### config.mk
export PLATFORM = sky130hd
export DESIGN_NAME = fcshc_front_flat
export DESIGN_NICKNAME = d
export VERILOG_FILES = /design/src/design/fcshc_pkg.sv /design/src/design/fcshc_if.sv /design/src/design/fcshc_front.sv /design/src/flat_wrapper.sv
export SDC_FILE = /design/constraint.sdc
export NUM_CORES = 1
export LEC_CHECK = 0
export BUFFER_PORTS_ARGS = -buffer_cell sky130_fd_sc_hd__buf_2
export CORE_AREA = 2 2 90 92
export DETAILED_ROUTE_END_ITERATION = 8
export DIE_AREA = 0 0 92 94
export MAX_ROUTING_LAYER = met4
export SYNTH_ARGS = -nofsm -noshare
export SYNTH_HDL_FRONTEND = slang
export SYNTH_SLANG_ARGS = --single-unit
### constraint.sdc
create_clock -name vclk -period 3.2
set_input_delay 0.64 -clock vclk [all_inputs]
set_output_delay 0.64 -clock vclk [all_outputs]
set_load 0.05 [all_outputs]
### src/design/fcshc_pkg.sv
// Package for the filtered call-site hit counter: shared types and constants.
// No dependencies.
package fcshc_pkg;

  localparam int PID_W   = 22;
  localparam int CALL_W  = 10;
  localparam int ADDR_W  = 64;
  localparam int HITS_W  = 32;
  localparam int RANK_W  = 7;
  localparam int FPROC_W = 23;
  localparam int FCALL_W = 11;
  localparam int CIDX_W  = 2;

  localparam logic [CIDX_W-1:0] REG_FILTER_PROCESS = 2'd0;
  localparam logic [CIDX_W-1:0] REG_FILTER_CALL    = 2'd1;
  localparam logic [CIDX_W-1:0] REG_REPORT_LIMIT   = 2'd2;

  localparam logic [FPROC_W-1:0] FPROC_RESET = '1;
  localparam logic [FCALL_W-1:0] FCALL_RESET = '1;
  localparam logic [RANK_W-1:0]  LIMIT_RESET = 7'd15;

  typedef struct packed {
    logic              is_report;
    logic [PID_W-1:0]  pid;
    logic [CALL_W-1:0] call;
    logic [ADDR_W-1:0] addr;
  } cmd_t;

  typedef struct packed {
    logic [PID_W-1:0]  pid;
    logic [CALL_W-1:0] call;
    logic [ADDR_W-1:0] addr;
    logic [HITS_W-1:0] hits;
  } entry_t;

endpackage

### src/design/fcshc_if.sv
// Channel interfaces of the hit counter: request, result and config write.
// Depends on fcshc_pkg.
interface fcshc_in_if;
  logic                          valid;
  logic                          ready;
  logic                          action;
  logic [fcshc_pkg::PID_W-1:0]   process_id;
  logic signed [10:0]            call_number;
  logic [fcshc_pkg::ADDR_W-1:0]  code_address;
  modport source (output valid, action, process_id, call_number, code_address, input ready);
  modport sink (input valid, action, process_id, call_number, code_address, output ready);
endinterface


### src/design/fcshc_front.sv
// Front end: accepts requests, drops filtered events, forwards commands.
// Depends on fcshc_pkg and fcshc_if.
module fcshc_front #(
  parameter int NUM_CALLS = 512
) (
  fcshc_in_if.sink                     req,
  input  logic [fcshc_pkg::FPROC_W-1:0] filter_process,
  input  logic [fcshc_pkg::FCALL_W-1:0] filter_call,
  input  logic                         q_full,
  output logic                         q_push,
  output fcshc_pkg::cmd_t              q_cmd
);
  logic call_ok, proc_ok, keep;

  always_comb begin
    call_ok = !req.call_number[10] && ($unsigned(req.call_number) < 11'(NUM_CALLS));
    if (filter_call != fcshc_pkg::FCALL_RESET &&
        $unsigned(req.call_number) != filter_call) begin
      call_ok = 1'b0;
    end
    proc_ok = (filter_process == fcshc_pkg::FPROC_RESET) ||
              ({1'b0, req.process_id} == filter_process);
    keep = req.action || (call_ok && proc_ok);
  end

  assign req.ready        = !q_full;
  assign q_push           = req.valid && !q_full && keep;
  assign q_cmd.is_report  = req.action;
  assign q_cmd.pid        = req.process_id;
  assign q_cmd.call       = req.call_number[9:0];
  assign q_cmd.addr       = req.code_address;
endmodule

### src/flat_wrapper.sv
// flat-port wrapper written by rule: the top's interface ports become plain ports
module fcshc_front_flat 
#(
  parameter int NUM_CALLS = 512
)
  (filter_process, filter_call, q_full, q_push, q_cmd, req_valid, req_action, req_process_id, req_call_number, req_code_address, req_ready);
  fcshc_in_if req_i ();
  input  logic [fcshc_pkg::FPROC_W-1:0] filter_process;
  input  logic [fcshc_pkg::FCALL_W-1:0] filter_call;
  input  logic q_full;
  output logic q_push;
  output fcshc_pkg::cmd_t q_cmd;
  input wire logic [$bits(req_i.valid)-1:0] req_valid;
  input wire logic [$bits(req_i.action)-1:0] req_action;
  input wire logic [$bits(req_i.process_id)-1:0] req_process_id;
  input wire logic [$bits(req_i.call_number)-1:0] req_call_number;
  input wire logic [$bits(req_i.code_address)-1:0] req_code_address;
  output wire logic [$bits(req_i.ready)-1:0] req_ready;
  assign req_i.valid = req_valid;
  assign req_i.action = req_action;
  assign req_i.process_id = req_process_id;
  assign req_i.call_number = req_call_number;
  assign req_i.code_address = req_code_address;
  assign req_ready = req_i.ready;
  fcshc_front #(.NUM_CALLS(NUM_CALLS)) u_core (.req(req_i), .filter_process(filter_process), .filter_call(filter_call), .q_full(q_full), .q_push(q_push), .q_cmd(q_cmd));
endmodule
# ---- After elaboration in Yosys (flattened, before gate mapping)
# Cells that the tools add are included.
dict set report word_totals {
  regBits 0
  output_inout_bits 99
  wordCells 15
}
dict set report classes {
  magnitude_cmp 1
  n_eq_ne 4
  muxes 1
  n_reduce_logical 9
}
# operator count
set op_table {}
lappend op_table {{$eq 22x23->1} 1}
lappend op_table {{$eq 23x23->1 const B} 1}
lappend op_table {{$lt 11x10->1 const B} 1}
lappend op_table {{$ne 11x11->1} 1}
lappend op_table {{$ne 11x11->1 const B} 1}
lappend op_table {{$logic_and 1x1->1} 5}
lappend op_table {{$logic_not 1->1} 2}
lappend op_table {{$logic_or 1x1->1} 2}
lappend op_table {{$mux 1} 1}

# ---- Depth between registers and ports, before layout
# Gate-level depths: netlist of the first run.
dict set report logic_depth {
  depth_word 6
  mapped_depth 5
}

# ---- Worst setup path before layout of the first run
# Ideal clock, no wire load.
dict set report synth_path {
  kind {input-to-output}
  start {input port filter_process[22] (netlist bit)}
  end {output port q_push}
  arrival_ps 2242
  t_required_ps 2560
  path_slack_ps 318
  path_stages 5
  path_buffers 0
  path_cell_list {nand4_1 -> or4_1 -> nor3_1 -> a21oi_1 -> a21oi_1}
}
dict set report synth_via {
  elab_chain_cells 5
  elab_cells_between_ends 6
  classes_between {2 x eq/ne; 4 x reduce/logical}
}
# element line_no
set synth_lines {}
lappend synth_lines {{from (decl)} flat_wrapper.sv:8} ;# input logic [fcshc_pkg::FPROC_W-1:0] filter_process;
lappend synth_lines {{$eq 23x23->1 / $eq 22x23->1 (equally long branches)} {fcshc_front.sv:21, fcshc_front.sv:22}}
lappend synth_lines {{$logic_or 1x1->1 *} fcshc_front.sv:21} ;# proc_ok = (filter_process == fcshc_pkg::FPROC_RESET) ||
lappend synth_lines {{$logic_and 1x1->1 *} fcshc_front.sv:23} ;# keep = req.action || (call_ok && proc_ok);
lappend synth_lines {{$logic_or 1x1->1 *} fcshc_front.sv:23}
lappend synth_lines {{$logic_and 1x1->1 *} fcshc_front.sv:27} ;# assign q_push = req.valid && !q_full && keep;
lappend synth_lines {{to (decl)} flat_wrapper.sv:11} ;# output logic q_push;
# Mark *: on every way between the ends. The rest lies on a longest branch, timed or not.

# ---- Worst setup path in the final report of the first run
dict set report layout_path {
  start {input port filter_process[21] (netlist bit)}
  end {output port q_push}
}
# Same word-level chain as after synthesis.

==> results of run 1 <==
## worst max-delay path by stage
stage                        from      to  slack (ns)  depth (start not counted)
2_1_floorplan  filter_process[22]  q_push        0.32                          5
3_3_place_gp   filter_process[19]  q_push        0.25                          7
3_5_place_dp   filter_process[21]  q_push        0.28                          7
4_1_cts        filter_process[21]  q_push        0.27                          7
5_1_grt        filter_process[21]  q_push        0.26                          7
6_report       filter_process[21]  q_push        0.36                          7
## logic make-up after synthesis
logic type | share of synthesized area
xor+xnor | 0.2419
buf+inv | 0.6126
simple gates | 0.1236
compound gates | 0.02199
## layer usage
metal / vias to the layer above / wire, um / GRT usage
li1: 446 / - / -
met1: 414 / 1212 / 0.07370
met2: 92 / 2005 / 0.1642
met3: 34 / 452 / 0.02327
met4: 0 / 182 / 0.03731
met5: - / 0 / -
## critical path, stage by stage
cell and delay (ns):
sky130_fd_sc_hd__buf_2 0.10, sky130_fd_sc_hd__nand4_1 0.16, sky130_fd_sc_hd__or4_1 0.55, sky130_fd_sc_hd__nor3_1 0.27, sky130_fd_sc_hd__a21oi_1 0.06, sky130_fd_sc_hd__a21oi_1 0.14, sky130_fd_sc_hd__buf_2 0.28
## report_power, final
group | switching [W] | internal (W) | leakage, nW
registers | 0 | 0 | 0
clock network | 0 | 0 | 0
logic | 0.000141 | 0.0000752 | 0.523
total | 0.000141 | 0.0000752 | 0.523
## cell usage after synthesis, drive strengths merged
cell | instances | area share
a21oi | 2 | 0.0084
buf | 97 | 0.61
inv | 1 | 0.0031
nand3 | 5 | 0.021
nand4 | 12 | 0.063
nor2b | 1 | 0.0052
nor3 | 3 | 0.013
nor4 | 3 | 0.016
o21bai | 1 | 0.0063
o311ai | 1 | 0.0073
or4 | 1 | 0.0063
xnor2 | 26 | 0.19
xor2 | 7 | 0.051
## per-stage QoR
stage	utilization	worst slack [ns]	hold WS, ns	instance area (um2)
floorplan	-	0.3183	1.447	1195
global placement	0.1472	0.2538	1.280	1120
detailed placement	0.1472	0.2770	1.280	1120
CTS	0.1472	0.2744	1.280	1120
global route	0.1472	0.2574	1.280	1120
finish	0.1472	0.3632	1.280	1120
## layout make-up
cell class,instances,area [um2],share of cell area
Timing Repair Buffer,105,525.5,0.4693
Tap cell,102,127.6,0.1140
Multi-Input combinational cell,62,462.9,0.4134
Inverter,1,3.754,0.003352
==> summary by stage, run 1 <==
Final layout
The count of sequential standard cells is 0. The library cells used most frequently in the layout, excluding fill and tap cells, are sky130_fd_sc_hd__buf_2, sky130_fd_sc_hd__xnor2_1, sky130_fd_sc_hd__nand4_1, sky130_fd_sc_hd__xor2_1, sky130_fd_sc_hd__nand3_1. The clock buffer count is 0. The count of antenna diodes in the layout is 0. The sequential standard cell area is 0 um2. At the end of the flow, the number of nets in the layout was a little over 300. In the final layout, the share of cells above drive strength 1 is 0.6250. The area growth from synthesis to layout is -6.283%. The filler cells instantiated in the layout total 906. The finished layout holds between 200 and 300 standard cells, fillers aside. The commonest non-fill, non-tap cell in the layout is sky130_fd_sc_hd__buf_2.

GRT
For this run, the total global-route usage over all layers was measured as 0.08336. The largest net degree at the start of global routing is 5. The via count of the first global-routing pass is 992. The first-pass GRT wire length is 5299 um. The global-route congestion overflow total is 0.

The number of antenna violations at the first check in global routing is 0.

Place
The HPWL reported at the end of detailed placement is 3644 um. In this run the tool buffered the top-level ports with 105 buffer cells. The placed instance count is 270.

At the end of routability-driven placement, the weighted congestion stood at roughly 0.6.

STA
The worst pin sits at a relative slew slack of 0.7148. The final critical delay including setup and external delays is 2.837 ns. The max-slew violation total from the final report is 0.

The post-route setup TNS is 0 ns. Setup repair after global routing left no endpoint under its margin. The final clock period utilization by the worst path is 0.8865. The number of endpoints with negative hold slack in the final report is 0.

The highest achievable clock rate is 0.3525 GHz. The slew at the pin closest to its max-slew limit is 0.4239 ns. The final setup violation count is 0.

Hold path
The tightest min-delay check is of the in -> out type. The worst hold path begins at req_code_address[17]. The worst-case hold path end point is q_cmd[17]. The worst hold path cell count is 0.

Die
The count of pins on the block boundary is around 230. The core region is 7607 um2. The initial core utilization is 0.1571. The row count is 32. The height of the chip is roughly 94 um. The area enclosed by the die boundary is a little under 9000 um2.

The die is 92 um wide.

CTS
The hold-fix buffer count after cts is 0. The post-CTS setup-driven buffer insertion count is 0. After clock tree synthesis, the repair step resized 0 gates.

Drt
The number of nets still failing antenna checks after routing is 0. The detailed router placed between 900 and 1000 vias in this run. The first routing iteration left 3 violations. In the final routed layout, each cell accounts on average for 14.27 um.

Before antenna repair, the detailed router went through 4 iterations. Summed over all layers, the routed wires come to 3852 um. The DRC violation count after routing is 0. The detail-routed via count per cell is 3.652.

Flow run
The reported max-cap violation count is 0.

Setup path
The data arrival time at the worst-slack endpoint is 2.20 ns. The top fanout value on the critical path is 2. The worst setup path is captured at an output pin. The startpoint kind of the worst setup timing path is an input pin.

The data required time at the worst endpoint is 2.56 ns. The critical path is of the in -> out type.

Logic synthesis
In the synthesized netlist, the number of instances is 160. Yosys mapped the design onto 13 distinct sky130hd cell types. The mapped netlist covers roughly 1200 um2. The post-synthesis net count is 294.

The share of synthesized area occupied by flip-flops and latches is 0. The post-synthesis average cell area is about 7.5 um2. The Yosys warning count is 0.

Power and ir drop
IR analysis of the VDD net gives a maximum drop of 0.00003161 V. The power density of the placed cells is 193.4 nW/um2. The analysis attributes to cell leakage a power of between 0.5 and 0.6 nW. Power comes to between 0.0002 and 0.00025 W.

Outcome
The flow ran to the end, and the final reports show no timing, DRC or antenna violations.
(Power assumes the default switching activity.)
==> run 2, diff against run 1 <==
--- a/config.mk
+++ b/config.mk
@@ -10,6 +10,7 @@
 export DETAILED_ROUTE_END_ITERATION = 8
 export DIE_AREA = 0 0 92 94
 export MAX_ROUTING_LAYER = met4
+export PLACE_DENSITY_LB_ADDON = 0.1
 export SYNTH_ARGS = -nofsm -noshare
 export SYNTH_HDL_FRONTEND = slang
 export SYNTH_SLANG_ARGS = --single-unit
==> constraint.sdc (replaced) <==
create_clock -name vclk -period 2.3
set_input_delay 0.46 -clock vclk [all_inputs]
set_output_delay 0.46 -clock vclk [all_outputs]
set_load 0.05 [all_outputs]
==> summary by stage, run 2 (synthesis results as in run 1) <==
Setup path
The signal on the critical path passes through buf_2 > buf_4 > xnor2_1 > nand3_1 > nor4_2 > nand3_1 > a21oi_2 > buf_6. The cell type of the slowest stage on the worst timing path is sky130_fd_sc_hd__nor4_2. At the worst endpoint, the required time is 1.84 ns.

The largest single stage delay on the critical path is between 0.2 and 0.3 ns. The top fanout value on the critical path is 2. Counting both buffers and inverters, the worst setup path holds a total of 3. The cell seen most often among critical-path stages is sky130_fd_sc_hd__nand3_1.

The nature of the critical path endpoint is an output pin. The end point of the critical path is q_push. The dominant delay contributor by cell family on the critical path is simple AND/OR/NAND/NOR gates.

The data arrival time at the worst-slack endpoint is 1.72 ns. The worst setup path is launched from an input pin. The critical path runs through a total of 8 cells. By startpoint and endpoint, the worst setup path is classified as in -> out. The worst setup path startpoint is filter_process[0].

Final layout
The cell area after layout is between 1000 and 1500 um2. The commonest non-fill, non-tap cell in the layout is sky130_fd_sc_hd__buf_2. The layout has 0 clock buffers. In the final layout, the share of cells above drive strength 1 is 0.6851. Sequential cells placed in the final layout were counted as 0. Registers take 0 um2. For this run, the post-layout net count is 317. The area growth from synthesis to layout is 5.236%. The count of antenna diodes in the layout is 0. In the layout the commonest cells are sky130_fd_sc_hd__buf_2, sky130_fd_sc_hd__xnor2_1, sky130_fd_sc_hd__buf_4, sky130_fd_sc_hd__nand4_1, sky130_fd_sc_hd__xor2_1. The post-layout instance count excluding filler cells is between 200 and 300.

Die
In this run the count of I/O pins placed on the die edge is 233. In this run the horizontal extent of the chip is 92 um. The height of the chip is 94 um. The initial utilization of the core area, before any placement, comes to 0.1571. The area enclosed by the die boundary is 8648 um2. Row generation in the floorplan step produced 32 rows. The core box area is 7607 um2.

Place
The total cell area at the placement stage is about 1200 um2. Counting tap cells, the placed design contains a total of between 200 and 300 instances. After legalization and detailed placement, the total HPWL measured 3816 um.

The worst slack at placement is -0.1663 ns. The weighted congestion reported at the end of routability-driven placement is approximately 0.65. The quantity of I/O buffers inserted on ports is roughly 110.

GRT
The first-pass GRT wire length is 5630 um. The largest net degree at the start of global routing is 5. The via count of the first global-routing pass is between 1000 and 1500.

The total overflow left after global routing is 0. The number of antenna violations at the first check in global routing is 0. Across every metal layer, demand over resource in global routing totals 0.08493.

Hold path
The class of the tightest hold or removal check is in -> out. The worst hold path cell count is 0. The beginning of the worst hold path is req_code_address[13].

Drt
Once detail routing completed, the nets flagged for antenna violations numbered 0. The first routing iteration left 3 violations. The detail-routed via count per cell is 3.537. The DRC violation count after routing is 0. The total iterations of the first detailed-routing run is 2.

For this block, the routed nets add up to 4005 um of wire. The via count is 1001. Dividing the detail-routed wire length by the instance count gives 14.15 um.

Power and ir drop
The power density of the placed cells is roughly 250 nW/um2. In this run the static leakage power is 0.5995 nW. The maximum resistive drop on vdd is 0.00006509 V.

Flow run
The reported max-cap violation count is 0.

STA
Setup repair after global routing left no endpoint under its margin. The final clock period utilization by the worst path is 0.9480. The post-route worst setup slack is 0.1196 ns. The final critical delay including setup and external delays is 2.180 ns. Setup violations remaining at the end of the flow were counted as 0. The max-slew violation total from the final report is 0. In this run the tightest slew margin relative to its limit is 0.7358. The highest achievable clock rate is 0.4586 GHz.

At the pin with the least slew margin, the transition time is 0.3913 ns. The number of endpoints with negative hold slack in the final report came to 0.

CTS
The number of hold buffers added after CTS was 0. The post-CTS setup-driven buffer insertion count is 0.

Outcome
The flow ran to the end, and the final reports show no timing, DRC or antenna violations.
==> run 2: area by class of cell <==
| cell class | count | area [um2] |
|---|---|---|
| inverter | 1 | 3.754 |
| fill | 904 | 6350 |
| multi-input combinational | 62 | 496.7 |
| tap | 102 | 127.6 |
| timing repair buffer | 118 | 629.4 |
==> run 2: repair_timing <==
action | CTS | global route
setup endpoints to repair | 1 | 1
gates cloned | 0 | 0
gates resized for setup | 3 | 4
pin swaps | 1 | 4
==> run 2: through the flow <==
step	hold slack, ns	setup TNS (ns)	power, W	utilization
floorplan	1.087	0	0.0005165	-
global placement	0.9203	-0.1233	0.0003246	0.1605
detailed placement	0.9203	-0.1663	0.0003213	0.1605
CTS	0.9203	0	0.0003228	0.1620
global route	0.9201	0	0.0003446	0.1653
finish	0.9200	0	0.0003206	0.1653
==> run 2: routing by layer <==
| metal | global-route usage | part of all wire |
|---|---|---|
| met4 | 0.01493 | 0.018 |
| met5 | - | 0 |
| met2 | 0.1648 | 0.53 |
| met1 | 0.07659 | 0.31 |
| met3 | 0.03933 | 0.14 |
==> run 2: how the worst min path moves through the flow <==
stage,slack (ns),end
2_1_floorplan,1.09,q_cmd[0]
3_3_place_gp,0.92,q_cmd[31]
3_5_place_dp,0.92,q_cmd[31]
4_1_cts,0.92,q_cmd[31]
5_1_grt,0.92,q_cmd[1]
6_report,0.92,q_cmd[13]
==> run 2: report_power, final <==
part	total, W	internal, W	switching [W]
Clock	0	0	0
Combinational	0.000321	0.000121	0.000200
Sequential	0	0	0
Total	0.000321	0.000121	0.000200
