`config.mk`:
```
export PLATFORM = sky130hd
export DESIGN_NAME = fcshc_queue
export DESIGN_NICKNAME = d
export VERILOG_FILES = /design/src/design/fcshc_pkg.sv /design/src/design/fcshc_queue.sv
export SDC_FILE = /design/constraint.sdc
export NUM_CORES = 1
export LEC_CHECK = 0
export BUFFER_PORTS_ARGS = -buffer_cell sky130_fd_sc_hd__buf_2
export CORE_ASPECT_RATIO = 0.75
export CORE_UTILIZATION = 40
export DETAILED_ROUTE_END_ITERATION = 10
export GPL_TIMING_DRIVEN = 0
export HOLD_SLACK_MARGIN = 0.12
export PLACE_DENSITY_LB_ADDON = 0.08
export SKIP_CTS_REPAIR_TIMING = 1
export SLEW_MARGIN = 20
export SYNTH_ARGS = -nofsm -noshare
export SYNTH_HDL_FRONTEND = slang
export SYNTH_SLANG_ARGS = --single-unit
```
`constraint.sdc`:
```
create_clock -name clk -period 6.6 [get_ports clk]
set_input_delay 0.99 -clock clk [delete_from_list [all_inputs] [get_ports clk]]
set_output_delay 0.99 -clock clk [all_outputs]
set_load 0.005 [all_outputs]
```
`src/design/fcshc_pkg.sv`:
```
// Package for the filtered call-site hit counter: shared types and constants.
// No dependencies.
package fcshc_pkg;

  localparam int PID_W   = 22;
  localparam int CALL_W  = 10;
  localparam int ADDR_W  = 64;
  localparam int HITS_W  = 32;
  localparam int RANK_W  = 7;
  localparam int FPROC_W = 23;
  localparam int FCALL_W = 11;
  localparam int CIDX_W  = 2;

  localparam logic [CIDX_W-1:0] REG_FILTER_PROCESS = 2'd0;
  localparam logic [CIDX_W-1:0] REG_FILTER_CALL    = 2'd1;
  localparam logic [CIDX_W-1:0] REG_REPORT_LIMIT   = 2'd2;

  localparam logic [FPROC_W-1:0] FPROC_RESET = '1;
  localparam logic [FCALL_W-1:0] FCALL_RESET = '1;
  localparam logic [RANK_W-1:0]  LIMIT_RESET = 7'd15;

  typedef struct packed {
    logic              is_report;
    logic [PID_W-1:0]  pid;
    logic [CALL_W-1:0] call;
    logic [ADDR_W-1:0] addr;
  } cmd_t;

  typedef struct packed {
    logic [PID_W-1:0]  pid;
    logic [CALL_W-1:0] call;
    logic [ADDR_W-1:0] addr;
    logic [HITS_W-1:0] hits;
  } entry_t;

endpackage

```
`src/design/fcshc_queue.sv`:
```
// Two-entry command queue between front end and table engine.
// Depends on fcshc_pkg.
module fcshc_queue (
  input  logic            clk,
  input  logic            rst,
  input  logic            push,
  input  fcshc_pkg::cmd_t push_cmd,
  output logic            full,
  output logic            pop_valid,
  input  logic            pop,
  output fcshc_pkg::cmd_t pop_cmd
);
  fcshc_pkg::cmd_t slots [2];
  logic       wr_ptr, rd_ptr;
  logic [1:0] count;

  assign full      = (count == 2'd2);
  assign pop_valid = (count != 2'd0);
  assign pop_cmd   = slots[rd_ptr];

  always_ff @(posedge clk) begin
    if (push) begin
      slots[wr_ptr] <= push_cmd;
    end
    if (rst) begin
      wr_ptr <= 1'b0;
      rd_ptr <= 1'b0;
      count  <= 2'd0;
    end else begin
      if (push) wr_ptr <= !wr_ptr;
      if (pop)  rd_ptr <= !rd_ptr;
      count <= count + 2'(push) - 2'(pop);
    end
  end
endmodule

```
# Word-level counts from Yosys, hierarchy flattened

Memory sizes are Yosys's and may differ from the RTL's. A register that Yosys moved wholly into a read port is not among the register bits.
Cells that the tools add are included.

Bits in registers: 4
Bits in latches: 0
Bits in writable memories: 194
Memory bits (read-only): 0
Input bits: 101
Memories kept: 1

Memory list:

| memory | depth | bits a word | read ports | clocked after Yosys merged registers in | write ports | RTL line          | RTL |
|---|---|---|---|---|---|---|---|
| slots  | 2     | 97          | 1          | 1                                       | 1           | fcshc_queue.sv:13 | `fcshc_pkg::cmd_t slots [2];` |

$add $sub $neg: 2
$mul: 0
Div/mod/pow operators: 0
Magnitude comparators: 0
Equal/unequal tests: 1
Shift-type cells: 0
Mux-type cells: 4
Bitwise operators: 0
Reduce and logical (&&, ||, !) cells: 3

Operators with widths:

| operator                              | count |
|---|---|
| 2-to-1 mux 1 bit                      | 4 |
| adder 2 x 1 -> 2 bit                  | 1 |
| == test 2 bit (second input constant) | 1 |
| logical NOT 1 bit                     | 2 |
| nonzero test 2 bit                    | 1 |
| subtractor 2 x 1 -> 2 bit             | 1 |

# Longest topological paths before layout

Gate-level depths: netlist of run 1.

Word-level depth: 3
Gate-level depth with buffers: 6
Depth with buffers taken out: 6

# Least setup slack after synthesis of run 1

OpenSTA, ideal clock, no wires.

Path kind: in2reg
Start: input port push
End: memory slots[0][0] (netlist bit) (enable)
Library setup time: 565 ps
Arrival: 5214 ps
Required time: 6035 ps
Setup slack: 821 ps
Stages: 1
Path buffers: 0
Cells stage by stage: nor2b_1

Cells in the longest elaborated chain, start to end: 2

RTL lines:

| what                                   | RTL line          | RTL |
|---|---|---|
| start, declared                        | fcshc_queue.sv:6  | `input logic push,` |
| 2-to-1 mux 1 bit                       | fcshc_queue.sv:22 | `if (push) begin` |
| 2-to-1 mux 1 bit (implied by the code) | fcshc_queue.sv:23 | `slots[wr_ptr] <= push_cmd;` |
| end, declared                          | fcshc_queue.sv:13 |  |

No other way between the ends.

==> results of run 1 <==
==> state kept, by name, summed over array words and instances (netlist names), named ones only <==
signal,cells
count,2
wr_ptr,1
rd_ptr,1
slots,194
==> worst min-delay path by stage <==
stage | slack [ps] | from | to | cells after the start
2_1_floorplan | 480 | rd_ptr$_SDFFE_PP0P_ | register | 2
3_3_place_gp | 490 | rd_ptr$_SDFFE_PP0P_ | rd_ptr$_SDFFE_PP0P_ | 2
3_5_place_dp | 510 | rd_ptr$_SDFFE_PP0P_ | rd_ptr$_SDFFE_PP0P_ | 2
4_1_cts | 520 | rd_ptr$_SDFFE_PP0P_ | rd_ptr$_SDFFE_PP0P_ | 2
5_1_grt | 570 | rd_ptr$_SDFFE_PP0P_ | rd_ptr$_SDFFE_PP0P_ | 2
6_report | 520 | rd_ptr$_SDFFE_PP0P_ | rd_ptr$_SDFFE_PP0P_ | 2
==> cell families after synthesis <==
kind of cell,after synthesis
XOR/XNOR,3
AND/OR/NAND/NOR,9
flip-flops,199
buffers and inverters,13
adder cells (fa/ha/maj),2
multiplexers,97
==> metal layers <==
metal / track usage (%) / vias up
met5: 0 / -
met4: 3.966 / 2
met3: 7.606 / 15
met2: 23.27 / 121
met1: 16.48 / 1832
li1: - / 1731
==> cells in the mapped netlist <==
library cell	instances
mux2_4	30
buf_2	6
or2_2	1
inv_1	2
xnor3_1	1
ha_1	2
nor2_1	4
mux2_2	67
xnor2_1	2
nor2b_1	3
dfxtp_1	5
edfxtp_1	194
buf_6	5
and2_1	1
==> layout make-up <==
type / count / area share (%)
repair buffers: 205 / 12.26
plain buffers: 11 / 0.9236
diodes: 2 / 0.05354
clock buffers: 18 / 4.591
flip-flops and latches: 199 / 63.39
multi-input cells: 111 / 14.19
clock inverters: 14 / 1.272
inverters: 2 / 0.08031
well taps: 242 / 3.239
==> worst max-delay path, cell delays in order, from the launching register on <==
cell and delay [ps]:
dfxtp_1 320, buf_6 140, buf_6 160, buf_6 190, mux2_4 310, buf_2 130
==> power by group through the flow <==
stage / clock network (W) / registers, W / logic [W]
2_1_floorplan: 0 / 0.00152 / 0.000169
3_3_place_gp: 0 / 0.00153 / 0.000302
3_5_place_dp: 0 / 0.00152 / 0.000324
4_1_cts: 0.000986 / 0.00149 / 0.000325
5_1_grt: 0.00103 / 0.00150 / 0.000347
6_report: 0.000962 / 0.00149 / 0.000317
==> metrics by stage <==
stage	setup TNS [ps]	setup WS (ps)	cell area (sq um)	util (%)
final	0	3928	9348	52.47
after global routing	0	3806	9343	52.44
after CTS	0	3868	9343	52.44
after detailed placement	0	4044	8795	49.37
after global placement	-193820	-2005	8635	48.47
after floorplan	0	820.8	7336	-
==> results.md, run 1 <==
* Final ANT Viol Nets at 0
* Root Buffer: clkbuf_16
* Top post-synthesis cells by area: edfxtp_1 (79%), mux2_2 (10%), mux2_4 (6.1%)
* Initial drt markers at about 130
* Detail Route met2 WL at between 6000 and 7000 um
* CTS Buf Count at 17
* Core Rows at 42
* Die H at ~120 um
* Slew Limit Fails at 0
* Worst-Margin Slew at 705.4 ps
* Drt total wl at about 13,000 um
* Fill count at between 1,000 and 1,500
* Die ar. at between 0.015 and 0.02 sq mm
* Worst hold margin at ~520 ps
* Post-DP HPWL at approximately 9000 um
* Most common cell after layout, fill and taps aside: buf_2
* Setup violators final at 0
* Clock Sink Count at just under 200
* YS warnings at 0
* Core ar. at 0.01781 sq mm
* Achievable Freq at between 300 and 400 MHz
* Top layer in use: met5
* RSZ-0062 raised after global routing: false
* IO Port Bufs at about 200
* Syn_area_per_cell at 22.71 sq um
* Int Pwr at 0.002141 W
* Gate power share at between 10% and 20%
* CP Launch Type: register
* CP required at ~5600 ps
* Area leader, netlist: edfxtp_1
* Mapped Area at ~0.0073 sq mm
* M1 wire length at 5561 um
* Most frequent cells in the layout: buf_2 (205), edfxtp_1 (194), mux2_2 (67)
* Worst reg2reg startpoint: wr_ptr$_SDFFE_PP0P_
* Boundary Pins at 200
* GR Overflow Total at 0
* Syn nets at about 430
* Vias in the first global route at 3,815
* Pwr/cell area at between 200 and 300 mW/mm^2
* Final GP Congestion at ~0.75
* Clock buffer depth at 2
* Post-synthesis compound-gate area fraction at 0%
* DIE WIDTH at 158.4 um
* Outcome: finished, final reports clean
* CTS tree: done
* Critical path endpoint category: output pin
* Routed len/inst at 16.49 um
* DP Cell Count at 770
* Netlist cell types at 14
* Multiplexer share of the synthesized area at 16.43%
* Hold crit path type: register to register
* Crit Path Class: register to output pin
* Leakage power at approximately 3.6 nW
* Cells after synthesis at about 320
* Non-filler instance count after layout at about 800
* DR vias/cell at 4.603
* Layout cells sized above 1 at ~60%
* Clock network power share at 34.7%
* Worst R2R Path Depth at 3
* Xor/xnor share of the synthesized area at less than 1%
* Worst-path clk slew at ~70 ps
* Critical Path End: pop_cmd[91]
* Post-Synth Adder-Cell Area at less than 1%
* WP data arrival at between 1500 and 2000 ps
* Total track usage at between 10% and 20%
* Multi-input logic area at 0.001326 sq mm
* Maximum VDD drop at ~200 uV
* Max Cap Violations at 0
* Largest family of logic cells by synthesized area: multiplexers
* Largest net degree at the start of global routing at 43
* Tcrit/Tclk final at 40.49%
* Final #Nets at 650
* Period minus WS final at roughly 2700 ps
* Antenna violations before repair at 2
* DR pass1 iterations at 4
* Crit Path Max Fanout at 10
* Initial core utilization at between 40% and 50%
* Via count at 3,701
* Worst skew pair latency at between 400 and 500 ps
* RR Endpoint: slots[0][66]$_DFFE_PP_
* Top-area cell type share of the netlist area at between 70% and 80%
* Synth Register Bits at 199
* Simple-gate portion of the synthesized area at less than 1%
* Worst clock skew at 13.16 ps
* WL met3 at roughly 1200 um
* Net Switching at 0.0006290 W
* Final hold violations at 0
* Total Power at 0.002770 W
* Seq/Total Area, Yosys at between 80% and 90%
* Max transition margin at a little over half
* FF+latch area at slightly below 0.006 sq mm
* DRC viols at 0
* Synthesis-to-layout area growth at 27.43%
* Reg-to-reg slack, setup at 4910 ps
* H-tree depth at 4
* Sw frac at 22.71%
* Sequential power share at approximately 54%
* First-pass GRT wire length at just under 20,000 um
(Power assumes the default switching activity.)
==> run 2, diff against run 1 <==
Settings changed: ABC_AREA from default to 1.
Clock period 6.6 ns to 2.2 ns, I/O delays scaled along.
==> run 2 against run 1 <==
Critical path depth did not move. Global-route usage rose by 0.50 points. Die area barely moved. First-iteration DRC count rose by 30%. Clock skew fell by 8.7 ps. Worst setup slack got worse by 3800 ps. Clock power rose to 3.0 times the previous value. Via count rose by 9.3%. Largest power group unchanged. Highest routed layer is now met4.
==> results.md, run 2 <==
* Clock network power share at 34.8% (was 34.7%)
* DR pass1 iterations at 4 (unchanged)
* Worst-Margin Slew at 655.9 ps (was 705.4 ps)
* Boundary Pins at 200 (unchanged)
* Die H at 119.3 um (about the same)
* Hold crit path type: primary input to register (was register to register)
* Clock buffer depth at 2 (unchanged)
* Cells after synthesis at 333 (was 323)
* Antenna cells at 0 (was 2)
* Maximum VDD drop at 536.6 uV (was 201.3 uV)
* Netlist cell types at 14 (unchanged)
* Syn_area_per_cell at 22.04 sq um (was 22.71 sq um)
* Max Cap Violations at 0 (unchanged)
* Drt total wl at 14,000 um (was 13,250 um)
* Critical path endpoint category: output pin (unchanged)
* Clock Sink Count at 199 (unchanged)
* Sequential power share at 52.9% (was 53.8%)
* Gate power share at 12.3% (was 11.4%)
* Worst hold margin at 209.7 ps (was 517.4 ps)
* Syn nets at 436 (was 426)
* IO Port Bufs at 199 (unchanged)
* Vias in the first global route at 3,893 (was 3,815)
* Initial drt markers at 165 (was 127)
* Worst skew pair latency at 420 ps (about the same)
* Root Buffer: clkbuf_16 (unchanged)
* Cell family with most CP delay: buffers and inverters (unchanged)
* Count leader, synth: edfxtp_1 (unchanged)
* Routed len/inst at 15.36 um (was 16.49 um)
* H-tree depth at 4 (unchanged)
* Worst path max stage delay at 330 ps (was 320 ps)
* Period minus WS final at between 2000 and 2500 ps
* Critical-path cell list: buf_6 > buf_6 > buf_6 > mux2_4 > buf_2 (unchanged)
* Antenna violations before repair at 0 (was 2)
* Mapped Area at 0.007341 sq mm (was 0.007336 sq mm)
* Top-area cell type share of the netlist area at 79.36% (was 79.41%)
* Net Switching at 0.001830 W (was 0.0006290 W)
* Final GP Congestion at 0.6852 (was 0.7541)
* Core ar. at 0.01781 sq mm (unchanged)
* Top post-synthesis cells by area: edfxtp_1 (79%), mux2_2 (10%), mux2_4 (6.1%) (unchanged)
* Worst-path clk slew at 60 ps (was 70 ps)
* Core Rows at 42 (unchanged)
* GR Overflow Total at 0 (unchanged)
* WP data arrival at 1710 ps (was 1680 ps)
* Achievable Freq at 489.8 MHz
* Final WS setup at 158.4 ps (was 3928 ps)
* CTS tree: done (unchanged)
* Layout cells sized above 1 at 51.94% (was 61.61%)
* Synth Register Bits at 199 (unchanged)
* Initial core utilization at 41.21% (was 41.18%)
* Most frequent cells in the layout: buf_2 (205), edfxtp_1 (194), dlygate4sd3_1 (98) (was buf_2 (205), edfxtp_1 (194), mux2_2 (67))
* Crit Path Max Fanout at 10 (unchanged)
* DR vias/cell at 4.436 (was 4.603)
* Synthesis-to-layout area growth at 41.47% (was 27.43%)
* Largest regs: slots: 194 flops, count: 2 flops (unchanged)
* Pwr/cell area at 807.1 mW/mm^2 (was 296.3 mW/mm^2)
* Ys flop type: edfxtp_1 (unchanged)
* Post-DP HPWL at 9293 um (was 8921 um)
* Int Pwr at 0.006552 W (was 0.002141 W)
* DRC viols at 0 (unchanged)
* YS warnings at 0 (unchanged)
* Final hold violations at 0 (unchanged)
* Total track usage at 14.88% (was 14.38%)
* Max transition margin at 56.17% (was 52.87%)
* Crit path top cell by count: buf_6 (unchanged)
* First-pass GRT wire length at 20,280 um (was 19,670 um)
* Setup violators final at 0 (unchanged)
* Via count at 4,046 (was 3,701)
* Die ar. at 0.01890 sq mm (was 0.01889 sq mm)
* Tcrit/Tclk final at between 90 and 100%
* Area leader, netlist: edfxtp_1 (unchanged)
* CTS Buf Count at 17 (unchanged)
* Pre-CTS setup slack at 276.9 ps (was 4044 ps)
* Final ANT Viol Nets at 0 (unchanged)
* Slew Limit Fails at 0 (unchanged)
* Synth cell count leaders: edfxtp_1 (194), mux2_2 (67), mux2_4 (30) (unchanged)
* Sw frac at 21.83% (was 22.71%)
* DIE WIDTH at 158.4 um (about the same)
* Top reg by flops: slots (unchanged)
* Seq/Total Area, Yosys at 80.72% (was 80.78%)
* Worst clock skew at 4.414 ps (was 13.16 ps)
* Post-synth ARST share at 0% (unchanged)
* CP required at 1870 ps (was 5610 ps)
* Leakage power at 4.013 nW (was 3.575 nW)
* Max FFs per register at 194 (unchanged)
* Post-synth EDFFs at 194 (unchanged)
* CP Launch Type: register (unchanged)
* RSZ-0062 raised after global routing: false (unchanged)
* Outcome: finished, final reports clean (unchanged)
* Crit Path Class: register to output pin (unchanged)
* Largest net degree at the start of global routing at 26 (was 43)
* Most common cell after layout, fill and taps aside: buf_2 (unchanged)
* CP max-delay cell: dfxtp_1 (unchanged)
* Final #Nets at 760 (was 650)
* Worst path bufs/invs at 4 (unchanged)
## run 2: cell types whose count changed after synthesis, moves of 3 or more
| cell | before | now |
|---|---|---|
| inv_1 | 2 | 8 |
| nor2b_1 | 3 | 0 |
| nor2_1 | 4 | 7 |
| nand2_1 | 0 | 5 |
## run 2: layer usage
metal | wire, um | track usage (%) | part of all wire [%] | vias to the layer above
met2 | 6718 | 22.89 | 48 | 130
met1 | 6061 | 17.85 | 43 | 1946
met5 | 0 | 0 | 0 | -
li1 | - | - | - | 1953
met4 | 202 | 7.031 | 1.4 | 0
met3 | 1021 | 6.514 | 7.3 | 17
## run 2: through the flow
step / setup TNS [ps] / cell area (sq um) / utilization [%] / instances / total power (W)
CTS: 0 / 9404 / 52.79 / 814 / 0.008356
finish: 0 / 10390 / 58.29 / 912 / 0.008382
detailed placement: 0 / 8850 / 49.68 / 782 / 0.005429
global route: 0 / 10390 / 58.29 / 912 / 0.008727
global placement: -210300 / 8660 / 48.61 / 774 / 0.005367
floorplan: -1545 / 7361 / - / 333 / 0.004980
## run 2: path summary, 6_finish.rpt
path | startpoint | end | slack, ps | cells past startpoint
setup / recovery | register | pop_cmd[91] | 160 | 5
hold / removal | pop | rd_ptr$_SDFFE_PP0P_ | 210 | 3
setup reg to reg | wr_ptr$_SDFFE_PP0P_ | slots[0][4]$_DFFE_PP_ | 550 | 3
hold reg to reg | rd_ptr$_SDFFE_PP0P_ | rd_ptr$_SDFFE_PP0P_ | 530 | 2
## run 2: layout make-up
cell class	count	area [sq um]
buffer	11	86.33
clock buffer	18	429.2
clock inverter	14	125.1
fill	1416	7430
inverter	8	38.79
multi-input combinational	115	1309
sequential	199	5927
tap	242	302.8
timing repair buffer	305	2167
## run 2: cells by family after synthesis
kind of cell | synth area share (%)
buffers and inverters | 1.585
multiplexers | 16.41
flip-flops | 80.72
XOR/XNOR | 0.1193
AND/OR/NAND/NOR | 0.7499
AO/OA/AOI/OAI | 0.06811
adder cells (fa/ha/maj) | 0.3408
## run 2: tightest hold or removal path, stage by stage
cell	delay (ps)
buf_2	110
xnor2_1	80
nor2_1	80
## run 2: power groups by stage
stage               clock, W  combinational, W  sequential, W
finish               0.00292           0.00103        0.00443
global route         0.00314           0.00113        0.00445
CTS                  0.00301          0.000917        0.00443
detailed placement         0          0.000913        0.00452
global placement           0          0.000847        0.00452
floorplan                  0          0.000470        0.00451
